[config.mk]
export PLATFORM = sky130hd
export DESIGN_NAME = latency_histogram_collector_flat
export DESIGN_NICKNAME = d
export VERILOG_FILES = /design/src/hw/rtl/lhc_pkg.sv /design/src/hw/rtl/lhc_req_if.sv /design/src/hw/rtl/lhc_rsp_if.sv /design/src/hw/rtl/lhc_ram.sv /design/src/hw/rtl/lhc_bin_sel.sv /design/src/hw/rtl/lhc_out_fifo.sv /design/src/hw/rtl/latency_histogram_collector.sv /design/src/flat_wrapper.sv
export SDC_FILE = /design/constraint.sdc
export NUM_CORES = 2
export LEC_CHECK = 0
export BUFFER_PORTS_ARGS = -buffer_cell sky130_fd_sc_hd__buf_4
export CAP_MARGIN = 20
export CORE_ASPECT_RATIO = 1.25
export CORE_MARGIN = 5
export CORE_UTILIZATION = 45
export CTS_CLUSTER_DIAMETER = 30
export DETAILED_ROUTE_END_ITERATION = 8
export PLACE_DENSITY = 0.71
export SLEW_MARGIN = 20
export SYNTH_ARGS = -nofsm -noshare
export SYNTH_HDL_FRONTEND = slang
export SYNTH_SLANG_ARGS = --single-unit
export TNS_END_PERCENT = 5
[constraint.sdc]
create_clock -name clk -period 22.2 [get_ports clk]
set_clock_uncertainty 0.15 [all_clocks]
set_input_delay 5.55 -clock clk [delete_from_list [all_inputs] [get_ports clk]]
set_output_delay 5.55 -clock clk [all_outputs]
set_load 0.02 [all_outputs]
[src/hw/rtl/lhc_pkg.sv]
// Package for the latency histogram collector: widths, operation codes,
// the bin edge table and shared helper functions. No dependencies.
package lhc_pkg;

  localparam int NUM_BINS   = 33;
  localparam int BIN_W      = $clog2(NUM_BINS);
  localparam int EDGE_COUNT = 32;

  localparam int OP_W   = 2;
  localparam int LAT_W  = 32;
  localparam int IDX_W  = 6;
  localparam int CNT_W  = 48;
  localparam int SUM_W  = 64;

  // Depth of the result queue; the input side is throttled so it never overflows.
  localparam int FIFO_DEPTH = 3;
  localparam int FIFO_PTR_W = $clog2(FIFO_DEPTH);
  localparam int FIFO_CNT_W = $clog2(FIFO_DEPTH + 1);

  typedef logic [OP_W-1:0]  op_t;
  typedef logic [LAT_W-1:0] lat_t;
  typedef logic [IDX_W-1:0] idx_t;
  typedef logic [CNT_W-1:0] cnt_t;
  typedef logic [SUM_W-1:0] sum_t;
  typedef logic [BIN_W-1:0] bin_t;

  // Code 3 is unused and behaves as a read.
  localparam op_t OP_RECORD = 2'd0;
  localparam op_t OP_CLEAR  = 2'd2;

  localparam cnt_t CNT_MAX = {CNT_W{1'b1}};

  localparam lat_t EDGE [EDGE_COUNT] = '{
    32'd10, 32'd50, 32'd100, 32'd200, 32'd500,
    32'd1000, 32'd2000, 32'd3000, 32'd4000, 32'd5000, 32'd6000, 32'd7000,
    32'd8000, 32'd9000,
    32'd10000, 32'd20000, 32'd40000, 32'd60000, 32'd80000,
    32'd100000, 32'd200000, 32'd300000, 32'd400000, 32'd500000, 32'd600000,
    32'd700000, 32'd800000, 32'd900000,
    32'd1000000, 32'd2000000, 32'd4000000, 32'd8000000
  };

  typedef struct packed {
    cnt_t sample_count;
    sum_t latency_sum;
    lat_t min_latency;
    lat_t max_latency;
    cnt_t bin_count;
    idx_t bin_echo;
  } rsp_t;

  // Bins past the end of the table have an edge at the largest latency.
  function automatic lat_t edge_of(input int b);
    lat_t e;
    e = '1;
    if (b < EDGE_COUNT) begin
      e = EDGE[b];
    end
    return e;
  endfunction

  function automatic cnt_t sat_inc(input cnt_t v);
    cnt_t r;
    r = (v == CNT_MAX) ? CNT_MAX : v + cnt_t'(1);
    return r;
  endfunction

endpackage

[src/hw/rtl/lhc_req_if.sv]
// Request channel of the latency histogram collector: valid/ready plus
// the item fields. Depends on lhc_pkg.
interface lhc_req_if;
  logic          valid;
  logic          ready;
  lhc_pkg::op_t  op;
  lhc_pkg::lat_t latency;
  lhc_pkg::idx_t bin_index;

  modport source (output valid, output op, output latency, output bin_index, input ready);
  modport sink   (input valid, input op, input latency, input bin_index, output ready);
endinterface

[src/hw/rtl/lhc_rsp_if.sv]
// Result channel of the latency histogram collector: valid/ready plus
// the statistics fields. Depends on lhc_pkg.
interface lhc_rsp_if;
  logic          valid;
  logic          ready;
  lhc_pkg::cnt_t sample_count;
  lhc_pkg::sum_t latency_sum;
  lhc_pkg::lat_t min_latency;
  lhc_pkg::lat_t max_latency;
  lhc_pkg::cnt_t bin_count;
  lhc_pkg::idx_t bin_echo;

  modport source (output valid, output sample_count, output latency_sum, output min_latency,
                  output max_latency, output bin_count, output bin_echo, input ready);
  modport sink   (input valid, input sample_count, input latency_sum, input min_latency,
                  input max_latency, input bin_count, input bin_echo, output ready);
endinterface

[src/hw/rtl/lhc_ram.sv]
// Generic synchronous RAM: one write port, two read ports, registered reads
// that return the old contents on a same-cycle write. No dependencies.
module lhc_ram #(
  parameter int WIDTH = 8,
  parameter int DEPTH = 16
) (
  input  logic                     clk,
  input  logic                     we,
  input  logic [$clog2(DEPTH)-1:0] waddr,
  input  logic [WIDTH-1:0]         wdata,
  input  logic [$clog2(DEPTH)-1:0] raddr_a,
  output logic [WIDTH-1:0]         rdata_a,
  input  logic [$clog2(DEPTH)-1:0] raddr_b,
  output logic [WIDTH-1:0]         rdata_b
);

  logic [WIDTH-1:0] mem [DEPTH];

  always_ff @(posedge clk) begin
    if (we) begin
      mem[waddr] <= wdata;
    end
    rdata_a <= mem[raddr_a];
    rdata_b <= mem[raddr_b];
  end

endmodule

[src/hw/rtl/lhc_bin_sel.sv]
// Bin selection: compares a latency against every bin edge in parallel and
// picks the first bin whose edge covers it. Depends on lhc_pkg.
module lhc_bin_sel (
  input  lhc_pkg::lat_t lat,
  output lhc_pkg::bin_t bin
);

  always_comb begin
    bin = lhc_pkg::bin_t'(lhc_pkg::NUM_BINS - 1);
    // Walk downward so the lowest matching edge wins.
    for (int b = lhc_pkg::NUM_BINS - 2; b >= 0; b--) begin
      if (lat <= lhc_pkg::edge_of(b)) begin
        bin = lhc_pkg::bin_t'(b);
      end
    end
  end

endmodule

[src/hw/rtl/lhc_out_fifo.sv]
// Result queue of the latency histogram collector: a few register entries
// that decouple the update stage from the result channel. Depends on
// lhc_pkg and lhc_rsp_if.
module lhc_out_fifo (
  input  logic                          clk,
  input  logic                          rst,
  input  logic                          push,
  input  lhc_pkg::rsp_t                 push_data,
  output logic [lhc_pkg::FIFO_CNT_W-1:0] count,
  lhc_rsp_if.source                     rsp
);

  lhc_pkg::rsp_t                   entries [lhc_pkg::FIFO_DEPTH];
  logic [lhc_pkg::FIFO_PTR_W-1:0]  wr_ptr;
  logic [lhc_pkg::FIFO_PTR_W-1:0]  rd_ptr;
  logic                            pop;
  lhc_pkg::rsp_t                   head;

  function automatic logic [lhc_pkg::FIFO_PTR_W-1:0] ptr_inc(
    input logic [lhc_pkg::FIFO_PTR_W-1:0] p
  );
    logic [lhc_pkg::FIFO_PTR_W-1:0] r;
    r = (p == lhc_pkg::FIFO_PTR_W'(lhc_pkg::FIFO_DEPTH - 1)) ? '0 : p + 1'b1;
    return r;
  endfunction

  assign pop  = rsp.valid && rsp.ready;
  assign head = entries[rd_ptr];

  assign rsp.valid        = (count != '0);
  assign rsp.sample_count = head.sample_count;
  assign rsp.latency_sum  = head.latency_sum;
  assign rsp.min_latency  = head.min_latency;
  assign rsp.max_latency  = head.max_latency;
  assign rsp.bin_count    = head.bin_count;
  assign rsp.bin_echo     = head.bin_echo;

  always_ff @(posedge clk) begin
    if (push) begin
      entries[wr_ptr] <= push_data;
    end
  end

  always_ff @(posedge clk) begin
    if (rst) begin
      wr_ptr <= '0;
      rd_ptr <= '0;
      count  <= '0;
    end else begin
      if (push) begin
        wr_ptr <= ptr_inc(wr_ptr);
      end
      if (pop) begin
        rd_ptr <= ptr_inc(rd_ptr);
      end
      case ({push, pop})
        2'b10:   count <= count + 1'b1;
        2'b01:   count <= count - 1'b1;
        default: count <= count;
      endcase
    end
  end

endmodule

[src/hw/rtl/latency_histogram_collector.sv]
// Latency histogram collector, top level. Depends on lhc_pkg, lhc_req_if,
// lhc_rsp_if, lhc_ram, lhc_bin_sel and lhc_out_fifo.
//
// Usage: each request item carries op (record, read or clear), a latency
// in microseconds and a bin index. Every item returns exactly one result
// item with the sample count, the latency sum, min, max and the count of
// the requested bin, all taken after the item has been applied.
// The bin RAM is read at the edge that accepts a request; the update and
// write-back happen in the update stage, and the result enters the queue
// at the end of that stage.
// Throughput: one item per cycle, set by the bin RAM's single write port, while
// the queue has room; a record to the previous item's bin is served by forwarding.
// Reset (rst, synchronous) clears all statistics at once: the bins carry
// one valid bit each, so no clearing pass runs and items are accepted in
// the first cycle after reset. A clear item works the same way.
// When the receiver stalls, results collect in a three-entry queue and
// ready drops only once the queue plus the item in flight fill it; no
// result is lost or repeated.
module latency_histogram_collector (
  input  logic      clk,
  input  logic      rst,
  lhc_req_if.sink   req,
  lhc_rsp_if.source rsp
);

  logic                            accept;
  lhc_pkg::bin_t                   pick_bin;
  logic                            idx_ok;
  lhc_pkg::bin_t                   idx_addr;
  logic [lhc_pkg::FIFO_CNT_W-1:0]  fifo_count;

  // Valid bit per bin; a bin without it reads as zero.
  logic [lhc_pkg::NUM_BINS-1:0]    vbits;

  // Update stage.
  logic                            s1_valid;
  lhc_pkg::op_t                    s1_op;
  lhc_pkg::lat_t                   s1_lat;
  lhc_pkg::bin_t                   s1_bin;
  lhc_pkg::idx_t                   s1_idx;
  logic                            s1_idx_ok;
  logic                            s1_vb_bin;
  logic                            s1_vb_idx;

  // What the update stage did in the cycle the current reads were issued.
  logic                            wr_last;
  lhc_pkg::bin_t                   wr_addr;
  lhc_pkg::cnt_t                   wr_data;
  logic                            clr_last;

  lhc_pkg::cnt_t                   q_bin;
  lhc_pkg::cnt_t                   q_idx;
  lhc_pkg::cnt_t                   bin_cur;
  lhc_pkg::cnt_t                   idx_cur;
  lhc_pkg::cnt_t                   bin_new;
  logic                            is_record;
  logic                            is_clear;
  logic                            ram_we;

  lhc_pkg::cnt_t                   count;
  lhc_pkg::cnt_t                   count_next;
  lhc_pkg::sum_t                   sum;
  lhc_pkg::sum_t                   sum_next;
  lhc_pkg::lat_t                   min_lat;
  lhc_pkg::lat_t                   min_lat_next;
  lhc_pkg::lat_t                   max_lat;
  lhc_pkg::lat_t                   max_lat_next;
  lhc_pkg::cnt_t                   bin_report;
  lhc_pkg::rsp_t                   result;

  assign accept = req.valid && req.ready;
  // The queue always has room for the item in flight and one more.
  assign req.ready = (32'(fifo_count) + 32'(s1_valid)) < lhc_pkg::FIFO_DEPTH;

  lhc_bin_sel u_bin_sel (
    .lat (req.latency),
    .bin (pick_bin)
  );

  assign idx_ok   = 32'(req.bin_index) < lhc_pkg::NUM_BINS;
  assign idx_addr = idx_ok ? req.bin_index[lhc_pkg::BIN_W-1:0] : '0;

  lhc_ram #(
    .WIDTH (lhc_pkg::CNT_W),
    .DEPTH (lhc_pkg::NUM_BINS)
  ) u_bin_ram (
    .clk     (clk),
    .we      (ram_we),
    .waddr   (s1_bin),
    .wdata   (bin_new),
    .raddr_a (pick_bin),
    .rdata_a (q_bin),
    .raddr_b (idx_addr),
    .rdata_b (q_idx)
  );

  always_ff @(posedge clk) begin
    s1_op     <= req.op;
    s1_lat    <= req.latency;
    s1_bin    <= pick_bin;
    s1_idx    <= req.bin_index;
    s1_idx_ok <= idx_ok;
    s1_vb_bin <= vbits[pick_bin];
    s1_vb_idx <= vbits[idx_addr];
    wr_addr   <= s1_bin;
    wr_data   <= bin_new;
  end

  assign is_record = s1_valid && (s1_op == lhc_pkg::OP_RECORD);
  assign is_clear  = s1_valid && (s1_op == lhc_pkg::OP_CLEAR);
  assign ram_we    = is_record;

  // Bin values as seen after the previous item: a clear or a write made at the
  // edge that issued the reads has not reached the read data yet.
  always_comb begin
    if (clr_last) begin
      bin_cur = '0;
    end else if (wr_last && (wr_addr == s1_bin)) begin
      bin_cur = wr_data;
    end else begin
      bin_cur = s1_vb_bin ? q_bin : '0;
    end

    if (clr_last) begin
      idx_cur = '0;
    end else if (wr_last && (wr_addr == s1_idx[lhc_pkg::BIN_W-1:0])) begin
      idx_cur = wr_data;
    end else begin
      idx_cur = s1_vb_idx ? q_idx : '0;
    end
  end

  assign bin_new = lhc_pkg::sat_inc(bin_cur);

  always_comb begin
    count_next   = count;
    sum_next     = sum;
    min_lat_next = min_lat;
    max_lat_next = max_lat;
    if (is_record) begin
      count_next = lhc_pkg::sat_inc(count);
      sum_next   = sum + lhc_pkg::sum_t'(s1_lat);
      // A zero minimum means none recorded yet.
      if ((min_lat == '0) || (min_lat > s1_lat)) begin
        min_lat_next = s1_lat;
      end
      if (max_lat < s1_lat) begin
        max_lat_next = s1_lat;
      end
    end else if (is_clear) begin
      count_next   = '0;
      sum_next     = '0;
      min_lat_next = '0;
      max_lat_next = '0;
    end
  end

  always_comb begin
    if (!s1_idx_ok || is_clear) begin
      bin_report = '0;
    end else if (is_record && (s1_idx[lhc_pkg::BIN_W-1:0] == s1_bin)) begin
      bin_report = bin_new;
    end else begin
      bin_report = idx_cur;
    end
  end

  always_comb begin
    result.sample_count = count_next;
    result.latency_sum  = sum_next;
    result.min_latency  = min_lat_next;
    result.max_latency  = max_lat_next;
    result.bin_count    = bin_report;
    result.bin_echo     = s1_idx;
  end

  always_ff @(posedge clk) begin
    if (rst) begin
      s1_valid <= 1'b0;
      wr_last  <= 1'b0;
      clr_last <= 1'b0;
      vbits    <= '0;
      count    <= '0;
      sum      <= '0;
      min_lat  <= '0;
      max_lat  <= '0;
    end else begin
      s1_valid <= accept;
      wr_last  <= ram_we;
      clr_last <= is_clear;
      count    <= count_next;
      sum      <= sum_next;
      min_lat  <= min_lat_next;
      max_lat  <= max_lat_next;
      if (is_clear) begin
        vbits <= '0;
      end else if (ram_we) begin
        vbits[s1_bin] <= 1'b1;
      end
    end
  end

  lhc_out_fifo u_out_fifo (
    .clk       (clk),
    .rst       (rst),
    .push      (s1_valid),
    .push_data (result),
    .count     (fifo_count),
    .rsp       (rsp)
  );

endmodule

[src/flat_wrapper.sv]
// flat-port wrapper written by rule: the top's interface ports become plain ports
module latency_histogram_collector_flat 
  (clk, rst, req_valid, req_op, req_latency, req_bin_index, req_ready, rsp_valid, rsp_sample_count, rsp_latency_sum, rsp_min_latency, rsp_max_latency, rsp_bin_count, rsp_bin_echo, rsp_ready);
  lhc_req_if req_i ();
  lhc_rsp_if rsp_i ();
  input  logic clk;
  input  logic rst;
  input wire logic [$bits(req_i.valid)-1:0] req_valid;
  input wire logic [$bits(req_i.op)-1:0] req_op;
  input wire logic [$bits(req_i.latency)-1:0] req_latency;
  input wire logic [$bits(req_i.bin_index)-1:0] req_bin_index;
  output wire logic [$bits(req_i.ready)-1:0] req_ready;
  output wire logic [$bits(rsp_i.valid)-1:0] rsp_valid;
  output wire logic [$bits(rsp_i.sample_count)-1:0] rsp_sample_count;
  output wire logic [$bits(rsp_i.latency_sum)-1:0] rsp_latency_sum;
  output wire logic [$bits(rsp_i.min_latency)-1:0] rsp_min_latency;
  output wire logic [$bits(rsp_i.max_latency)-1:0] rsp_max_latency;
  output wire logic [$bits(rsp_i.bin_count)-1:0] rsp_bin_count;
  output wire logic [$bits(rsp_i.bin_echo)-1:0] rsp_bin_echo;
  input wire logic [$bits(rsp_i.ready)-1:0] rsp_ready;
  assign req_i.valid = req_valid;
  assign req_i.op = req_op;
  assign req_i.latency = req_latency;
  assign req_i.bin_index = req_bin_index;
  assign req_ready = req_i.ready;
  assign rsp_valid = rsp_i.valid;
  assign rsp_sample_count = rsp_i.sample_count;
  assign rsp_latency_sum = rsp_i.latency_sum;
  assign rsp_min_latency = rsp_i.min_latency;
  assign rsp_max_latency = rsp_i.max_latency;
  assign rsp_bin_count = rsp_i.bin_count;
  assign rsp_bin_echo = rsp_i.bin_echo;
  assign rsp_i.ready = rsp_ready;
  latency_histogram_collector u_core (.clk(clk), .rst(rst), .req(req_i), .rsp(rsp_i));
endmodule
==> impl_metrics.json <==
{
  "syn_nets": 9558,
  "cap_violations": 0,
  "synth-edff-count": 2274,
  "hold_class": "flop to flop",
  "total_power_mw": 13.7,
  "wl_per_cell_um": 29.7,
  "cp.required_ps": 22810,
  "synth.top_cell.area_share_pct": 55.2,
  "die_width_um": 479,
  "holdBufCountCts": 0,
  "cts.htree.levels": 5,
  "pin_count": 276,
  "drive_gt1_share_pct": 17.9,
  "fp-row-count": 215,
  "cp_max_fo": 156,
  "crit_path_start_kind": "input port",
  "synth-warning-count": 0,
  "grt-ovfl-total": 0,
  "period_needed_ps": 12840,
  "relSlewSlack_pct": 13.6,
  "start_util_pct": 45.1,
  "rsz0062_at_grt": "false",
  "fillers": 22000,
  "first_global_vias": 86400,
  "grt_pass1_wl_um": 580000,
  "max_stage_delay_ps": 940,
  "synth-async-reset-ratio_pct": 0,
  "core_um2": 274000,
  "syn_area_um2": 124000,
  "power.leakage_nw": 52.2,
  "post_dp_cell_area_um2": 130000,
  "clkSinkCount": 2693,
  "fin_nets": 9777,
  "drtIter0Drc": 11700,
  "ys_ff_latch": 2693,
  "cts_root_buffer": "clkbuf_16",
  "cts_resized": 0,
  "maxSlewViolCount": 0,
  "synth_flop_cell": "edfxtp_1",
  "routed_wirelength_um": 404000,
  "cts_buffers": 430,
  "via_per_inst": 6.44,
  "ys_seq_area_share_pct": 62.0,
  "dieArea_um2": 285000,
  "synth_top_cell_by_area": "edfxtp_1",
  "cp_num_buf_inv": 7,
  "finalCritPeriodShare_pct": 57.8,
  "ys_top_cells_by_area": "edfxtp_1, mux2i_1, mux4_2",
  "dr_total_vias": 87600,
  "cts_tree": "built",
  "tightest_slew_ps": 1300,
  "drt-pass1-iter-count": 8,
  "grt_util_all_layers_pct": 27.2,
  "final_common_cell": "edfxtp_1",
  "syn_avg_cell_area_um2": 13.1,
  "grt_max_degree": 192,
  "fin_setup_tns_ps": 0,
  "clock.fmax_mhz": 77.9,
  "path_class": "input port to flop",
  "irDropWorstVdd_mv": 0.0778,
  "critPathMostFrequentCell": "buf_4",
  "drtAntennaViolNets": 0,
  "setup_violations": 0,
  "final_cell_mix": "edfxtp_1, nand2_1, mux2i_1, buf_4, clkbuf_16",
  "worstPathArrival_ps": 13450,
  "path_delay_family": "buffers and inverters",
  "end_kind": "flop",
  "synth_cell_types": 101,
  "grt_antenna_before_repair": 12,
  "crit_chain": "buf_4, nor4b_1, o211ai_1, a21oi_1, a21boi_1, a311oi_4, buf_4, nor2_4, buf_4, buf_4, buf_12, buf_4, buf_6, mux2i_1, a32oi_1, o32ai_1, nor4_1",
  "power_density_nw_per_um2": 94.6,
  "cts_post_setup_buffers_inserted": 0,
  "area_growth_pct": 17.0,
  "hold_viol_final": 0,
  "drc": 0,
  "die_height_um": 596,
  "io_buffers": 275,
  "dp_hpwl_um": 235000,
  "insertion_delay_ps": 950,
  "cp_slowest_cell": "buf_4",
  "design_area_um2": 145000,
  "outcome": "completed",
  "path_clk_slew_ps": 60,
  "syn_inst": 9413,
  "clk_path_buf_depth": 4,
  "gp_congestion": 0.925
}
[cells by family after synthesis]
logic type	Yosys count	share of synthesized area, %
AO/OA/AOI/OAI	1551	8.06
buffers and inverters	743	2.44
multiplexers	1365	15.0
AND/OR/NAND/NOR	2885	10.9
adder cells (fa/ha/maj)	101	1.03
XOR/XNOR	75	0.537
flip-flops	2693	62.0
[path summary, 6_finish.rpt]
kind / from / endpoint / slack (ps) / depth (start not counted)
setup / recovery: req_latency[12] / u_core.u_bin_ram.rdata_a[36]$_DFF_P_ / 9360 / 17
hold / removal: u_core.s1_bin[4]$_DFF_P_ / u_core.wr_addr[4]$_DFF_P_ / 320 / 0
setup reg to reg: u_core.s1_bin[0]$_DFF_P_ / u_core.u_out_fifo.entries[0][25]$_DFFE_PP_ / 15410 / 15
hold reg to reg: u_core.s1_bin[4]$_DFF_P_ / u_core.wr_addr[4]$_DFF_P_ / 320 / 0
[sequential cells by signal, summed over array words and instances (netlist names), 6 cells and up, named ones only]
register	count
u_core.count	48
u_core.max_lat	32
u_core.min_lat	32
u_core.s1_bin	6
u_core.s1_idx	6
u_core.s1_lat	32
u_core.sum	64
u_core.u_bin_ram.mem	1584
u_core.u_bin_ram.rdata_a	48
u_core.u_bin_ram.rdata_b	48
u_core.u_out_fifo.entries	690
u_core.vbits	33
u_core.wr_addr	6
u_core.wr_data	48
[per-stage QoR]
stage | hold slack [ps] | worst slack, ps | util, % | cells
after floorplan | 176 | 4860 | - | 9413
after global placement | 317 | 8200 | 47.2 | 12800
after detailed placement | 319 | 8280 | 47.3 | 12800
after CTS | 319 | 9220 | 52.7 | 13600
after global routing | 328 | 8890 | 52.8 | 13600
final | 319 | 9360 | 52.8 | 13600
[cells in the mapped netlist, drive strengths merged, types with 90 or more instances]
cell type  number
a21oi         345
nor2          329
and3          155
mux2i         959
mux4          392
nand3         341
nor3          117
edfxtp       2274
a22oi          90
o21ai         392
clkbuf        448
ha            100
dfxtp         419
nand2        1392
nor2b         169
a31oi         150
a211oi        100
buf           227
nand4         100
[power breakdown]
part / internal, mW / switching (mW) / leakage (nW)
Clock: 4.24 / 2.58 / 7.12
Sequential: 5.55 / 0.0607 / 24.0
Combinational: 0.447 / 0.814 / 21.0
Total: 10.2 / 3.46 / 52.2
[final cells by class]
class                           count  area (um^2)  area share (%)
Tap cell                         3580         4480            3.10
Clock inverter                    340         3760            2.60
Antenna cell                       13         32.5          0.0225
Inverter                           68          268           0.185
Sequential cell                  2693        76700            53.0
Timing Repair Buffer              462         3750            2.59
Clock buffer                      467        11100            7.68
Multi-Input combinational cell   5977        44600            30.8
[per-layer routing]
layer	vias to the layer above	wire (um)	GRT usage (%)
met5	-	9	0
met4	2	30900	17.8
met3	1581	44500	6.47
met2	6005	188000	43.7
met1	43200	140000	32.9
li1	36800	-	-
(Power assumes the default switching activity.)
